==> config.mk <==
export PLATFORM = sky130hd
export DESIGN_NAME = password_lock_controller
export DESIGN_NICKNAME = d
export VERILOG_FILES = /design/src/hw/rtl/plc_pkg.sv /design/src/hw/rtl/plc_engine.sv /design/src/hw/rtl/password_lock_controller.sv
export SDC_FILE = /design/constraint.sdc
export NUM_CORES = 1
export LEC_CHECK = 0
export ABC_AREA = 0
export BUFFER_PORTS_ARGS = -buffer_cell sky130_fd_sc_hd__buf_2
export CORE_ASPECT_RATIO = 0.75
export CORE_UTILIZATION = 40
export DETAILED_ROUTE_END_ITERATION = 10
export SYNTH_ARGS = -nofsm -noshare
export SYNTH_HDL_FRONTEND = slang
export SYNTH_HIERARCHICAL = 1
export SYNTH_SLANG_ARGS = --single-unit
==> constraint.sdc <==
create_clock -name i_clk -period 5.21 [get_ports i_clk]
set_input_delay 0.521 -clock i_clk [delete_from_list [all_inputs] [get_ports i_clk]]
set_output_delay 0.521 -clock i_clk [all_outputs]
set_load 0.02 [all_outputs]
==> src/hw/rtl/plc_pkg.sv <==
// shared types and constants for the password lock controller
`default_nettype none

package plc_pkg;

    // code geometry
    localparam int CODE_LEN = 5;
    localparam int CNT_W    = $clog2(CODE_LEN + 1);
    localparam int IDX_W    = (CODE_LEN > 1) ? $clog2(CODE_LEN) : 1;

    // field widths
    localparam int KEY_W   = 8;
    localparam int TICK_W  = 8;
    localparam int WRONG_W = 4;
    localparam int CFG_IDX_W  = 3;
    localparam int CFG_DATA_W = 8;
    localparam int OUT_DATA_W = 16;

    // menu bytes
    localparam logic [KEY_W-1:0] KEY_OPEN   = 8'h2B;
    localparam logic [KEY_W-1:0] KEY_CHANGE = 8'h2D;

    // configuration register indexes
    localparam logic [CFG_IDX_W-1:0] CFG_WRONG_LIMIT      = 3'd0;
    localparam logic [CFG_IDX_W-1:0] CFG_OPEN_STOP_TICK   = 3'd1;
    localparam logic [CFG_IDX_W-1:0] CFG_CLOSE_START_TICK = 3'd2;
    localparam logic [CFG_IDX_W-1:0] CFG_CLOSE_STOP_TICK  = 3'd3;
    localparam logic [CFG_IDX_W-1:0] CFG_ALARM_END_TICK   = 3'd4;

    // configuration reset values
    localparam logic [WRONG_W-1:0] RST_WRONG_LIMIT      = 4'd3;
    localparam logic [TICK_W-1:0]  RST_OPEN_STOP_TICK   = 8'd6;
    localparam logic [TICK_W-1:0]  RST_CLOSE_START_TICK = 8'd7;
    localparam logic [TICK_W-1:0]  RST_CLOSE_STOP_TICK  = 8'd12;
    localparam logic [TICK_W-1:0]  RST_ALARM_END_TICK   = 8'd7;

    typedef enum logic [2:0] {
        MODE_CREATE     = 3'd0,
        MODE_MAIN       = 3'd1,
        MODE_OPEN_REQ   = 3'd2,
        MODE_CHANGE_REQ = 3'd3,
        MODE_DOOR       = 3'd4,
        MODE_ALARM      = 3'd5
    } t_mode;

    typedef enum logic [1:0] {
        DRV_STOP = 2'd0,
        DRV_CW   = 2'd1,
        DRV_CCW  = 2'd2
    } t_drive;

    typedef enum logic [2:0] {
        OUT_NONE     = 3'd0,
        OUT_ACCEPT   = 3'd1,
        OUT_REJECT   = 3'd2,
        OUT_STORED   = 3'd3,
        OUT_MISMATCH = 3'd4,
        OUT_ALARM    = 3'd5
    } t_outcome;

    typedef struct packed {
        logic [WRONG_W-1:0] wrong_limit;
        logic [TICK_W-1:0]  open_stop_tick;
        logic [TICK_W-1:0]  close_start_tick;
        logic [TICK_W-1:0]  close_stop_tick;
        logic [TICK_W-1:0]  alarm_end_tick;
    } t_cfg;

    // mode sits in the lowest bits
    typedef struct packed {
        t_outcome outcome;
        logic     siren_on;
        t_drive   motor_drive;
        t_mode    app_state;
    } t_result;

    localparam int RESULT_W = $bits(t_result);

endpackage

`default_nettype wire

==> src/hw/rtl/plc_engine.sv <==
// lock state registers and the per-beat next-state logic
`default_nettype none

module plc_engine (
    input  wire logic                        i_clk,
    input  wire logic                        i_rst_n,
    input  wire logic                        i_step,
    input  wire logic                        i_cmd,
    input  wire logic [plc_pkg::KEY_W-1:0]   i_key,
    input  wire plc_pkg::t_cfg               i_cfg,
    output plc_pkg::t_result                 o_result
);
    import plc_pkg::*;

    // control state
    t_mode               r_mode,   n_mode;
    t_drive              r_drive,  n_drive;
    logic                r_buzzer, n_buzzer;
    logic [CNT_W-1:0]    r_idx,    n_idx;
    logic                r_phase,  n_phase;
    logic                r_mis,    n_mis;
    logic [WRONG_W-1:0]  r_wrong,  n_wrong;
    logic [TICK_W-1:0]   r_tick,   n_tick;

    // code digits: written during creation, compared during checks
    logic [KEY_W-1:0]    r_code [CODE_LEN];

    logic                code_we;
    logic [IDX_W-1:0]    digit;
    logic [CNT_W-1:0]    idx_inc;
    logic                last_digit;
    logic                mis;
    logic [TICK_W-1:0]   tick_inc;
    logic [WRONG_W-1:0]  wrong_inc;
    t_outcome            outcome;

    assign digit      = r_idx[IDX_W-1:0];
    assign idx_inc    = r_idx + 1'b1;
    assign last_digit = (idx_inc == CNT_W'(CODE_LEN));
    assign mis        = r_mis | (r_code[digit] != i_key);
    assign tick_inc   = r_tick + 1'b1;
    assign wrong_inc  = r_wrong + 1'b1;

    // next state for one beat
    always_comb begin
        n_mode   = r_mode;
        n_drive  = r_drive;
        n_buzzer = r_buzzer;
        n_idx    = r_idx;
        n_phase  = r_phase;
        n_mis    = r_mis;
        n_wrong  = r_wrong;
        n_tick   = r_tick;
        code_we  = 1'b0;
        outcome  = OUT_NONE;

        if (i_cmd) begin
            // timer tick drives the door and alarm sequences
            case (r_mode)
                MODE_DOOR: begin
                    n_tick = tick_inc;
                    if (tick_inc == i_cfg.close_stop_tick) begin
                        n_drive = DRV_STOP;
                        n_tick  = '0;
                        n_mode  = MODE_MAIN;
                    end else if (tick_inc == i_cfg.close_start_tick) begin
                        n_drive = DRV_CCW;
                    end else if (tick_inc == i_cfg.open_stop_tick) begin
                        n_drive = DRV_STOP;
                    end else if (tick_inc == TICK_W'(1)) begin
                        n_drive = DRV_CW;
                    end
                end
                MODE_ALARM: begin
                    n_tick = tick_inc;
                    if (tick_inc == i_cfg.alarm_end_tick) begin
                        n_buzzer = 1'b0;
                        n_tick   = '0;
                        n_mode   = MODE_MAIN;
                    end else if (tick_inc == TICK_W'(1)) begin
                        n_buzzer = 1'b1;
                    end
                end
                default: begin
                end
            endcase
        end else begin
            case (r_mode)
                // digit then its re-entry
                MODE_CREATE: begin
                    if (!r_phase) begin
                        code_we = 1'b1;
                        n_phase = 1'b1;
                    end else begin
                        n_phase = 1'b0;
                        if (!last_digit) begin
                            n_idx = idx_inc;
                            n_mis = mis;
                        end else begin
                            n_idx = '0;
                            n_mis = 1'b0;
                            if (!mis) begin
                                n_mode  = MODE_MAIN;
                                outcome = OUT_STORED;
                            end else begin
                                outcome = OUT_MISMATCH;
                            end
                        end
                    end
                end
                // menu selection
                MODE_MAIN: begin
                    if (i_key == KEY_OPEN) begin
                        n_mode  = MODE_OPEN_REQ;
                        n_idx   = '0;
                        n_phase = 1'b0;
                        n_mis   = 1'b0;
                    end else if (i_key == KEY_CHANGE) begin
                        n_mode  = MODE_CHANGE_REQ;
                        n_idx   = '0;
                        n_phase = 1'b0;
                        n_mis   = 1'b0;
                    end
                end
                // code check against the stored digits
                MODE_OPEN_REQ, MODE_CHANGE_REQ: begin
                    if (!last_digit) begin
                        n_idx = idx_inc;
                        n_mis = mis;
                    end else begin
                        n_idx   = '0;
                        n_phase = 1'b0;
                        n_mis   = 1'b0;
                        if (!mis) begin
                            n_wrong = '0;
                            outcome = OUT_ACCEPT;
                            if (r_mode == MODE_OPEN_REQ) begin
                                n_mode  = MODE_DOOR;
                                n_tick  = '0;
                                n_drive = DRV_STOP;
                            end else begin
                                n_mode = MODE_CREATE;
                            end
                        end else if (wrong_inc >= i_cfg.wrong_limit) begin
                            n_wrong  = '0;
                            n_mode   = MODE_ALARM;
                            n_tick   = '0;
                            n_buzzer = 1'b0;
                            outcome  = OUT_ALARM;
                        end else begin
                            n_wrong = wrong_inc;
                            outcome = OUT_REJECT;
                        end
                    end
                end
                default: begin
                end
            endcase
        end
    end

    // state registers advance only on a processed beat
    always_ff @(posedge i_clk) begin
        if (!i_rst_n) begin
            r_mode   <= MODE_CREATE;
            r_drive  <= DRV_STOP;
            r_buzzer <= 1'b0;
            r_idx    <= '0;
            r_phase  <= 1'b0;
            r_mis    <= 1'b0;
            r_wrong  <= '0;
            r_tick   <= '0;
        end else if (i_step) begin
            r_mode   <= n_mode;
            r_drive  <= n_drive;
            r_buzzer <= n_buzzer;
            r_idx    <= n_idx;
            r_phase  <= n_phase;
            r_mis    <= n_mis;
            r_wrong  <= n_wrong;
            r_tick   <= n_tick;
        end
    end

    // code digit storage
    always_ff @(posedge i_clk) begin
        if (i_step && code_we) begin
            r_code[digit] <= i_key;
        end
    end

    // result reflects the state after this beat
    always_comb begin
        o_result.app_state   = n_mode;
        o_result.motor_drive = n_drive;
        o_result.siren_on    = n_buzzer;
        o_result.outcome     = outcome;
    end

endmodule

`default_nettype wire

==> src/hw/rtl/password_lock_controller.sv <==
// top level of the keypad password lock controller
// a beat is held in the input register, then its result in the result register
// throughput: one beat per cycle unless the master stalls, key bytes and timer ticks alike
// while a result waits on the master side the input register takes one more beat, then stalls
// reset (i_rst_n low, synchronous): create mode, motor stopped, buzzer off, counters zero,
// configuration back to limit 3 and ticks 6, 7, 12, 7
`default_nettype none

module password_lock_controller (
    input  wire logic                             i_clk,
    input  wire logic                             i_rst_n,
    // input stream
    input  wire logic                             s_axis_tvalid,
    output logic                                  s_axis_tready,
    input  wire logic [plc_pkg::KEY_W-1:0]        s_axis_tdata,  // [7:0] key_byte
    input  wire logic                             s_axis_tuser,  // [0] cmd
    // result stream
    output logic                                  m_axis_tvalid,
    input  wire logic                             m_axis_tready,
    // [2:0] app_state, [4:3] motor_drive, [5] siren_on, [8:6] outcome, [15:9] zero
    output logic [plc_pkg::OUT_DATA_W-1:0]        m_axis_tdata,
    // configuration write port
    input  wire logic                             i_cfg_we,
    input  wire logic [plc_pkg::CFG_IDX_W-1:0]    i_cfg_idx,
    input  wire logic [plc_pkg::CFG_DATA_W-1:0]   i_cfg_data
);
    import plc_pkg::*;

    t_cfg                r_cfg;
    logic                r_in_valid;
    logic                r_in_cmd;
    logic [KEY_W-1:0]    r_in_key;
    logic                r_out_valid;
    t_result             r_out;
    t_result             result;
    logic                advance;

    // process the held beat when the result slot is free or draining
    assign advance       = r_in_valid && (!r_out_valid || m_axis_tready);
    assign s_axis_tready = !r_in_valid || advance;

    // configuration registers
    always_ff @(posedge i_clk) begin
        if (!i_rst_n) begin
            r_cfg.wrong_limit      <= RST_WRONG_LIMIT;
            r_cfg.open_stop_tick   <= RST_OPEN_STOP_TICK;
            r_cfg.close_start_tick <= RST_CLOSE_START_TICK;
            r_cfg.close_stop_tick  <= RST_CLOSE_STOP_TICK;
            r_cfg.alarm_end_tick   <= RST_ALARM_END_TICK;
        end else if (i_cfg_we) begin
            case (i_cfg_idx)
                CFG_WRONG_LIMIT:      r_cfg.wrong_limit      <= i_cfg_data[WRONG_W-1:0];
                CFG_OPEN_STOP_TICK:   r_cfg.open_stop_tick   <= i_cfg_data[TICK_W-1:0];
                CFG_CLOSE_START_TICK: r_cfg.close_start_tick <= i_cfg_data[TICK_W-1:0];
                CFG_CLOSE_STOP_TICK:  r_cfg.close_stop_tick  <= i_cfg_data[TICK_W-1:0];
                CFG_ALARM_END_TICK:   r_cfg.alarm_end_tick   <= i_cfg_data[TICK_W-1:0];
                default: begin
                end
            endcase
        end
    end

    // input register
    always_ff @(posedge i_clk) begin
        if (!i_rst_n) begin
            r_in_valid <= 1'b0;
        end else if (s_axis_tready) begin
            r_in_valid <= s_axis_tvalid;
        end
    end

    always_ff @(posedge i_clk) begin
        if (s_axis_tready && s_axis_tvalid) begin
            r_in_cmd <= s_axis_tuser;
            r_in_key <= s_axis_tdata;
        end
    end

    plc_engine u_engine (
        .i_clk    (i_clk),
        .i_rst_n  (i_rst_n),
        .i_step   (advance),
        .i_cmd    (r_in_cmd),
        .i_key    (r_in_key),
        .i_cfg    (r_cfg),
        .o_result (result)
    );

    // result register
    always_ff @(posedge i_clk) begin
        if (!i_rst_n) begin
            r_out_valid <= 1'b0;
        end else if (advance) begin
            r_out_valid <= 1'b1;
        end else if (m_axis_tready) begin
            r_out_valid <= 1'b0;
        end
    end

    always_ff @(posedge i_clk) begin
        if (advance) begin
            r_out <= result;
        end
    end

    assign m_axis_tvalid = r_out_valid;
    assign m_axis_tdata  = {{(OUT_DATA_W - RESULT_W){1'b0}}, r_out};

endmodule

`default_nettype wire
* Yosys cells after proc, flatten, opt, wreduce, memory -nomap -nowiden
Memory sizes are Yosys's and may differ from the RTL's. A register that Yosys moved wholly into a read port is not among the register bits.
Cells that the tools add are included.
Widths: inputs -> output; s select.
** Operators by class
- $add $sub $neg :: 3
- Magnitude comparators :: 1
- Equality and inequality tests :: 23
- Muxes and demuxes :: 71
- Bitwise logic cells :: 2
- Reduce and logical (&&, ||, !) cells :: 24
** Operators by type and width (number)
- $mux 3 :: 24
- $mux 8 :: 8
- $eq 8x8->1 :: 4
- $mux 1 :: 20
- $mux 2 :: 10
- $pmux 3 s3 :: 2
- $eq 8x6->1 const B :: 2
- $pmux 8 s2 :: 1
- $eq 3x2->1 const B :: 4
- $eq 3x3->1 const B :: 4
- $pmux 3 s2 :: 2
- $reduce_and 2->1 :: 5
- $reduce_and 5->1 :: 2
- $add 8x1->8 const B :: 1
- $eq 8x1->1 const B :: 1
- $mux 4 :: 2
- $ne 8x8->1 :: 1
- $eq 3x1->1 const B :: 2
- $logic_not 3->1 :: 2
- $ne 3x1->1 const B :: 2
- $pmux 1 s3 :: 2
- $reduce_and 6->1 :: 1
- $reduce_bool 2->1 :: 3
- $reduce_bool 3->1 :: 2
- 12 further kinds :: 17
** Storage, ports and cells
- Flip-flop bits (word level) :: 79
- Bits in writable memories :: 40
- Input bits :: 25
- Output and inout bits :: 18
- Logic and storage cells :: 146
- Memories :: 1
** Memory list
- u_engine.r_code :: words 5, bits a word 8, rd ports 1, clocked after memory_dff 1, write ports 1, RTL line plc_engine.sv:26 : logic [KEY_W-1:0] r_code [CODE_LEN];

* Logic depth before layout (Yosys ltp)
Gate-level depths: netlist of run 1.
- Depth in word-level cells :: 8
- Gate-level depth with buffers :: 12
- Depth with buffers taken out :: 10

* Modules after synthesis
The synthesis of run 1 kept the hierarchy.
** By module, submodules not included
- plc_engine :: times used 1, cells an instance 362, area an instance 3887.5 µm², sequential area each 1721.7 µm²
- password_lock_controller :: times used 1, cells an instance 170, area an instance 2080.7 µm², sequential area each 1301.2 µm²

* Worst setup path after synthesis of run 1
No wires, ideal clock.
- Kind :: input to register
- From :: input port m_axis_tready
- To :: memory u_engine.r_code[4][0] (enable)
- Library setup time :: 0.398 ns
- Data arrival time :: 2.692 ns
- Required time :: 4.812 ns
- Slack :: 2.120 ns
- Stages :: 5
- Cell sequence :: nor2b_1 -> nor2b_1 -> clkbuf_1 -> nand3_1 -> nor4b_1
** Between the ends
- Longest elaborated chain between the ends :: 5
** RTL lines
- start: declaration :: RTL line password_lock_controller.sv:19 : input wire logic m_axis_tready,
- $logic_or 1x1->1 :: RTL line password_lock_controller.sv:39 : assign advance = r_in_valid && (!r_out_valid || m_axis_tready);
- $logic_and 1x1->1 :: RTL line password_lock_controller.sv:39
- via advance :: RTL line password_lock_controller.sv:36 : logic advance;
- $logic_and 1x1->1 :: RTL line plc_engine.sv:187 : if (i_step && code_we) begin
- $mux 1 :: RTL line plc_engine.sv:187
- $mux 1 (not written as such) :: RTL line plc_engine.sv:188 : r_code[digit] <= i_key;
- end: declaration :: RTL line plc_engine.sv:26
The timed path passes the listed nets, and every way through them passes these cells.

* Worst setup path in the final report of run 1
- From :: register u_engine.r_tick[0]
- To :: register u_engine.r_tick[3]
** Between the ends
- Longest elaborated chain between the ends :: 5
- Elaborated cells on any way between the ends :: 7
- Those cells by class :: add/sub (1); eq/ne (2); mux (4)
** RTL lines
- start: declaration :: RTL line plc_engine.sv:23 : logic [TICK_W-1:0] r_tick, n_tick;
- start signal: assignment :: RTL line plc_engine.sv:181 : r_tick <= n_tick;
- $add 8x1->8 * :: RTL line plc_engine.sv:41 : assign tick_inc = r_tick + 1'b1;
- $eq 8x8->1, on equally long branches :: RTL line plc_engine.sv:76, plc_engine.sv:62
- $mux 8, on equally long branches :: RTL line plc_engine.sv:76, plc_engine.sv:62
- $pmux 8 s2 * :: RTL line plc_engine.sv:59 : case (r_mode)
- $mux 8 * :: RTL line plc_engine.sv:57 : if (i_cmd) begin
Mark *: on every way between the ends. The rest lies on a longest branch, timed or not.
A chain may end at the register's enable or synchronous reset.

==> results of run 1 <==
[sequential cells by signal, indices dropped and copies added, names as in the netlist, 2 cells and up, named ones only]
name and count:
m_axis_tdata 9, u_engine/r_tick 8, r_cfg 36, u_engine/digit 3, r_in_key 8, u_engine/r_code 40
u_engine/r_mode 3, u_engine/r_wrong 4, u_engine/r_drive 2
[cell families (layout without fill, tap and decap cells)]
group,Yosys count,after routing,synth area share (%)
xor gates and xnor gates,53,53,8.029
buffers and inverters,47,88,4.088
and+or+nand+nor,174,174,16.54
muxes,54,54,9.916
DFF,122,122,50.65
other,1,7,0.06283
adders and majority gates,9,9,1.887
AOI/OAI and AO/OA,72,72,8.826
[worst paths after layout]
kind,start,end,depth (start not counted)
min,s_axis_tdata[6],r_in_key[6]$_DFFE_PP_,1
max reg2reg,u_engine/r_tick[0]$_SDFFE_PN0P_,u_engine/r_tick[3]$_SDFFE_PN0P_,10
max,u_engine/r_tick[0]$_SDFFE_PN0P_,u_engine/r_tick[3]$_SDFFE_PN0P_,10
min reg2reg,r_cfg[34]$_SDFFE_PN0P_,r_cfg[34]$_SDFFE_PN0P_,2
[power groups by stage]
stage | clock, uW | sequential [uW] | combinational [uW]
2_1_floorplan | 0 | 1060 | 79.2
3_3_place_gp | 0 | 1060 | 106
3_5_place_dp | 0 | 1070 | 109
4_1_cts | 1140 | 1050 | 110
5_1_grt | 1180 | 1050 | 121
6_report | 1110 | 1050 | 109
[layer usage]
metal / global-route usage, % / up-vias / wire length (um)
li1: - / 1972 / -
met1: 27.07 / 1946 / 6752
met2: 24.95 / 90 / 5301
met3: 5.294 / 11 / 695
met4: 5.607 / 0 / 115
met5: 0 / - / 0
[layout make-up]
class / count / share of cell area, %
Multi-Input combinational cell: 369 / 39.84
Sequential cell: 122 / 44.17
Clock inverter: 8 / 0.9506
Tap cell: 200 / 3.656
Timing Repair Buffer: 41 / 3.218
Inverter: 15 / 0.8227
Clock buffer: 24 / 7.349
[cell usage after synthesis (3+ instances only)]
master,number,area (um^2)
a211oi_1,4,30.03
a21boi_0,3,22.52
a21o_1,7,52.55
a21oi_1,10,50.05
a221o_1,4,40.04
a22o_1,4,35.03
and2_1,9,56.30
and3_1,6,37.54
buf_2,6,30.03
buf_4,10,75.07
buf_6,3,33.78
clkbuf_1,13,48.80
dfxtp_1,64,1281
edfxtp_1,58,1742
ha_1,9,112.6
inv_1,15,56.30
mux2i_1,49,490.5
mux4_2,4,90.09
nand2_1,49,183.9
nand2b_1,10,62.56
nand3_1,13,65.06
nand4_1,3,18.77
nor2_1,16,60.06
nor2b_1,29,181.4
nor3_1,7,35.03
nor4_1,7,43.79
nor4b_1,4,35.03
o21ai_0,13,65.06
xnor2_1,24,210.2
xor2_1,27,236.5
[metrics by stage]
| stage | hold slack [ns] | cells |
|---|---|---|
| 6_report | 0.2828 | 779 |
| 5_1_grt | 0.2670 | 779 |
| 4_1_cts | 0.2591 | 779 |
| 3_5_place_dp | 0.4619 | 747 |
| 3_3_place_gp | 0.4552 | 747 |
| 2_1_floorplan | 0.4380 | 538 |
==> impl_metrics.yaml, run 1 <==
worst_setup_path:
  start_kind: "register"
  crit_type: "register to register"
  worstPathRequired_ns: 5.51
  critPathMaxFanout: 9
  worst-path-buf-inv: 1
  path_cells: "inv_1 -> ha_1 -> xor2_1 -> a311o_1 -> nor4_1 -> nor4b_2 -> nand2_1 -> nand3_2 -> nor2_1 -> a221o_1"
  crit_family: "simple AND/OR/NAND/NOR gates"
  crit_slowest_cell: "dfxtp_1"
  rrSetupSlack_ns: 1.95
  cp_data_arrival_time_ns: 3.56
  end_kind: "register"
  cpPeakStageDelay_ns: 0.55
global_route:
  overflow: 0
  grt_max_degree: 44
  grt_use_total_pct: 18.21
  antenna_found_initial: 0
  grt_pass1_vias: 3810
  grt_pass1_wl_um: 20560
die:
  die_w_um: 143.0
  die_h_um: 107.8
  ios: 43
  start_util_pct: 41.16
  fp.coreArea_um2: 14500
  die_area_um2: 15420
  fp-row-count: 38
detailed_routing:
  vias: 4019
  dr.pass1.iters: 4
  drc: 0
  post_drt_wl_per_cell_um: 16.51
  vias_per_cell: 5.159
  initialDrtViolationCount: 345
  finalWirelength_um: 12870
  ant_nets: 0
timing:
  slew_headroom_pct: 41.76
  skew_ns: 0.006728
  timing.final.crit_share_pct: 62.58
  rsz0062_at_grt: "false"
  setup-violations-final: 0
  hold_viol_final: 0
  slew_violations: 0
  finalSetupTns_ns: 0
  layout_setup_ws_ns: 1.950
  timing.fmax_mhz: 306.7
  worstMarginPinSlew_ns: 0.8704
  fin_crit_ns: 3.260
flow_run:
  cap_violations: 0
power_and_ir_drop:
  p_per_area_nw_per_um2: 331.4
  p_sw_share_pct: 21.39
  total_power_uw: 2268
  seqPwrFrac_pct: 46.1
  combPwrFrac_pct: 4.8
  p_leak_uw: 0.002615
  power_frac_clock_pct: 49.0
  switchingPower_uw: 485.3
  power.internal_uw: 1783
  ir_worst_vdd_v: 0.0001946
place:
  dpl_cell_area_um2: 6276
  port-buffer-count: 35
  gp_congestion: 0.8553
  dpl.hpwl_um: 9091
  pre_cts_ws_ns: 1.993
yosys:
  synth_flop_cell: "dfxtp_1"
  synth_edf_count: 58
  ys_seq_area_share_pct: 50.65
  yosys_register_bits: 122
  yosys_warnings: 6
  synth.distinct_cells: 71
  synthArstFlopShare_pct: 0
  synth.avg_cell_area_um2: 11.22
  syn_area_um2: 5968
  synth_cells: 532
cells_and_area:
  final_common_cell: "dfxtp_1"
  antenna_cells: 0
  syn2layout_area_growth_pct: 14.67
  final_layout_size_suffix_gt1_share_pct: 15.54
  design_area_um2: 6844
  fillers: 1280
  final_cell_mix: "64 x dfxtp_1, 58 x edfxtp_1, 49 x nand2_1, 49 x mux2i_1, 35 x buf_2"
  final_util_pct: 47.20
  multi_input_area_um2: 2726
  regArea_um2: 3023
  final_net_count: 600
outcome:
  status: "complete, no violations"
clock_network:
  cts.sink_count: 122
  postCtsHoldBufs: 0
  postCtsSetupRepairBufs: 0
  cts_tree: "done"
  cts_made_buffers: 17
  clockBufferDepth: 2
  clkLatencyLatePin_ns: 0.41
  clk_pin_slew_ns: 0.05
  htreeDepth: 4
  ctsRootBufferMaster: "clkbuf_16"
  ctsResizeCount: 0
hold_path:
  hold_class: "primary input to register"
Power figures use the tool's default switching activity.
==> inputs of run 2 (changes only) <==
Clock period 5.21 ns to 3.4 ns, I/O delays scaled along.
==> run 2 against run 1 <==
Critical path depth stayed put. Count of clock-buffer cells in the layout decreased by 6. Clock power increased by 64%. Register-to-register slack lost 1.7 ns. Routed wire length rose by 0.61%. Cell count is 0.90% higher. Utilization is 0.65 points higher. Largest cell class unchanged.
==> impl_metrics.yaml, run 2 (same netlist as run 1, synthesis figures left out) <==
outcome:
  status: "complete, no violations"
timing:
  timing.final.crit_share_pct: 92.00
  timing.fmax_mhz: 319.7
  layout_setup_ws_ns: 0.2721
  slew_violations: 0
  skew_ns: 0.008601
  slew_headroom_pct: 49.05
  worstMarginPinSlew_ns: 0.7600
  hold_viol_final: 0
  rsz0062_at_grt: "false"
  setup-violations-final: 0
  fin_crit_ns: 3.128
  finalSetupTns_ns: 0
worst_setup_path:
  end_kind: "register"
  rrSetupSlack_ns: 0.27
  crit_slowest_cell: "nor4b_2"
  r2r-start: "u_engine/r_tick[0]$_SDFFE_PN0P_"
  worstPathRequired_ns: 3.70
  cp_data_arrival_time_ns: 3.43
  r2r_end: "u_engine/r_tick[4]$_SDFFE_PN0P_"
  cpPeakStageDelay_ns: 0.44
  start_kind: "register"
  crit_type: "register to register"
  path_cells: "inv_1 -> ha_1 -> xor2_1 -> a311o_1 -> nor4_1 -> nor4b_2 -> nand2_1 -> nand3_2 -> nor2_1 -> a221o_1"
  reg2reg_depth: 10
  critPathMaxFanout: 8
die:
  fp.coreArea_um2: 14500
  fp-row-count: 38
  die_h_um: 107.8
  die_area_um2: 15420
  start_util_pct: 41.16
  die_w_um: 143.0
  ios: 43
clock_network:
  cts_tree: "done"
  clkLatencyLatePin_ns: 0.42
  postCtsHoldBufs: 0
  clockBufferDepth: 2
  ctsRootBufferMaster: "clkbuf_16"
  htreeDepth: 4
  ctsResizeCount: 0
  postCtsSetupRepairBufs: 0
  cts_made_buffers: 17
  cts.sink_count: 122
  clk_pin_slew_ns: 0.06
power_and_ir_drop:
  p_leak_uw: 0.002650
  p_per_area_nw_per_um2: 518.1
  ir_worst_vdd_v: 0.0003678
detailed_routing:
  ant_nets: 0
  vias: 4085
  dr.pass1.iters: 5
  post_drt_wl_per_cell_um: 16.47
  vias_per_cell: 5.197
  drc: 0
  initialDrtViolationCount: 254
  finalWirelength_um: 12940
cells_and_area:
  largest-register: "u_engine/r_code"
  final_cell_mix: "64 x dfxtp_1, 58 x edfxtp_1, 49 x nand2_1, 49 x mux2i_1, 35 x buf_2"
  final_layout_size_suffix_gt1_share_pct: 16.89
  fillers: 1312
  syn2layout_area_growth_pct: 16.25
  final_common_cell: "dfxtp_1"
  antenna_cells: 0
  largest_reg_flops: 40
  final_net_count: 608
hold_path:
  hold_class: "primary input to register"
  hp-start: "s_axis_tdata[2]"
  hold_end: "r_in_key[2]$_DFFE_PP_"
  holdPathStages: 1
place:
  port-buffer-count: 35
  dpl.hpwl_um: 9347
  gp_congestion: 0.7980
  pre_cts_ws_ns: 0.2863
flow_run:
  cap_violations: 0
global_route:
  antenna_found_initial: 0
  grt_max_degree: 48
  overflow: 0
  grt_use_total_pct: 18.42
  grt_pass1_wl_um: 20740
  grt_pass1_vias: 3862
[run 2: cell types whose count changed in the layout (fill, tap and decap cells not counted), sizes merged]
cell	change
buf	+8
clkbuf	-6
clkinvlp	+3
bufinv	+2
clkinv	-1
inv	+1
[run 2: final cells by class]
cell class                 instances  area [um^2]  area share, %
tap                              200        250.2          3.607
clock inverter                    13        172.7          2.489
clock buffer                      18        429.2          6.186
inverter                          15        56.30         0.8115
timing repair buffer              49        280.3          4.040
sequential                       122         3023          43.57
multi-input combinational        369         2726          39.30
[run 2: critical path: cells and delay by family (launching register included)]
family	cells	cell delay [ns]
flops	1	0.43
xor+xnor	1	0.21
buf+inv	1	0.07
simple gates	5	1.20
compound gates	2	0.69
fa+ha+maj	1	0.40
[run 2: worst max-delay path by stage]
stage	from	endpoint	slack, ns	depth (start not counted)
2_1_floorplan	m_axis_tvalid$_SDFFE_PN0P_	u_engine/r_code[4][0]$_DFFE_PP_	0.34	5
3_3_place_gp	u_engine/r_tick[0]$_SDFFE_PN0P_	u_engine/r_tick[2]$_SDFFE_PN0P_	0.46	10
3_5_place_dp	u_engine/r_tick[0]$_SDFFE_PN0P_	u_engine/r_tick[7]$_SDFFE_PN0P_	0.29	10
4_1_cts	u_engine/r_tick[0]$_SDFFE_PN0P_	u_engine/r_tick[4]$_SDFFE_PN0P_	0.28	10
5_1_grt	u_engine/r_tick[0]$_SDFFE_PN0P_	u_engine/r_tick[4]$_SDFFE_PN0P_	0.04	10
6_report	u_engine/r_tick[0]$_SDFFE_PN0P_	u_engine/r_tick[4]$_SDFFE_PN0P_	0.27	10
[run 2: per-stage QoR]
stage / cells / hold slack (ns) / utilization, % / area, um^2 / total power, uW
2_1_floorplan: 538 / 0.4380 / - / 5991 / 1746
3_3_place_gp: 755 / 0.4548 / 43.69 / 6336 / 1796
3_5_place_dp: 755 / 0.4626 / 43.69 / 6336 / 1801
4_1_cts: 786 / 0.07480 / 47.84 / 6938 / 3631
5_1_grt: 786 / 0.07085 / 47.84 / 6938 / 3726
6_report: 786 / 0.09145 / 47.84 / 6938 / 3595
[run 2: layer usage]
layer / vias to the layer above / share of wire, % / GRT usage, %
met5: - / 0 / 0
met2: 76 / 43 / 25.51
li1: 1993 / - / -
met3: 24 / 4.3 / 5.383
met1: 1992 / 51 / 26.50
met4: 0 / 1.5 / 7.373
[run 2: report_power, final]
group          switching [uW]  total [uW]  internal [uW]
registers                31.5        1600           1570
clock network             670        1820           1150
logic                     103         170           67.6
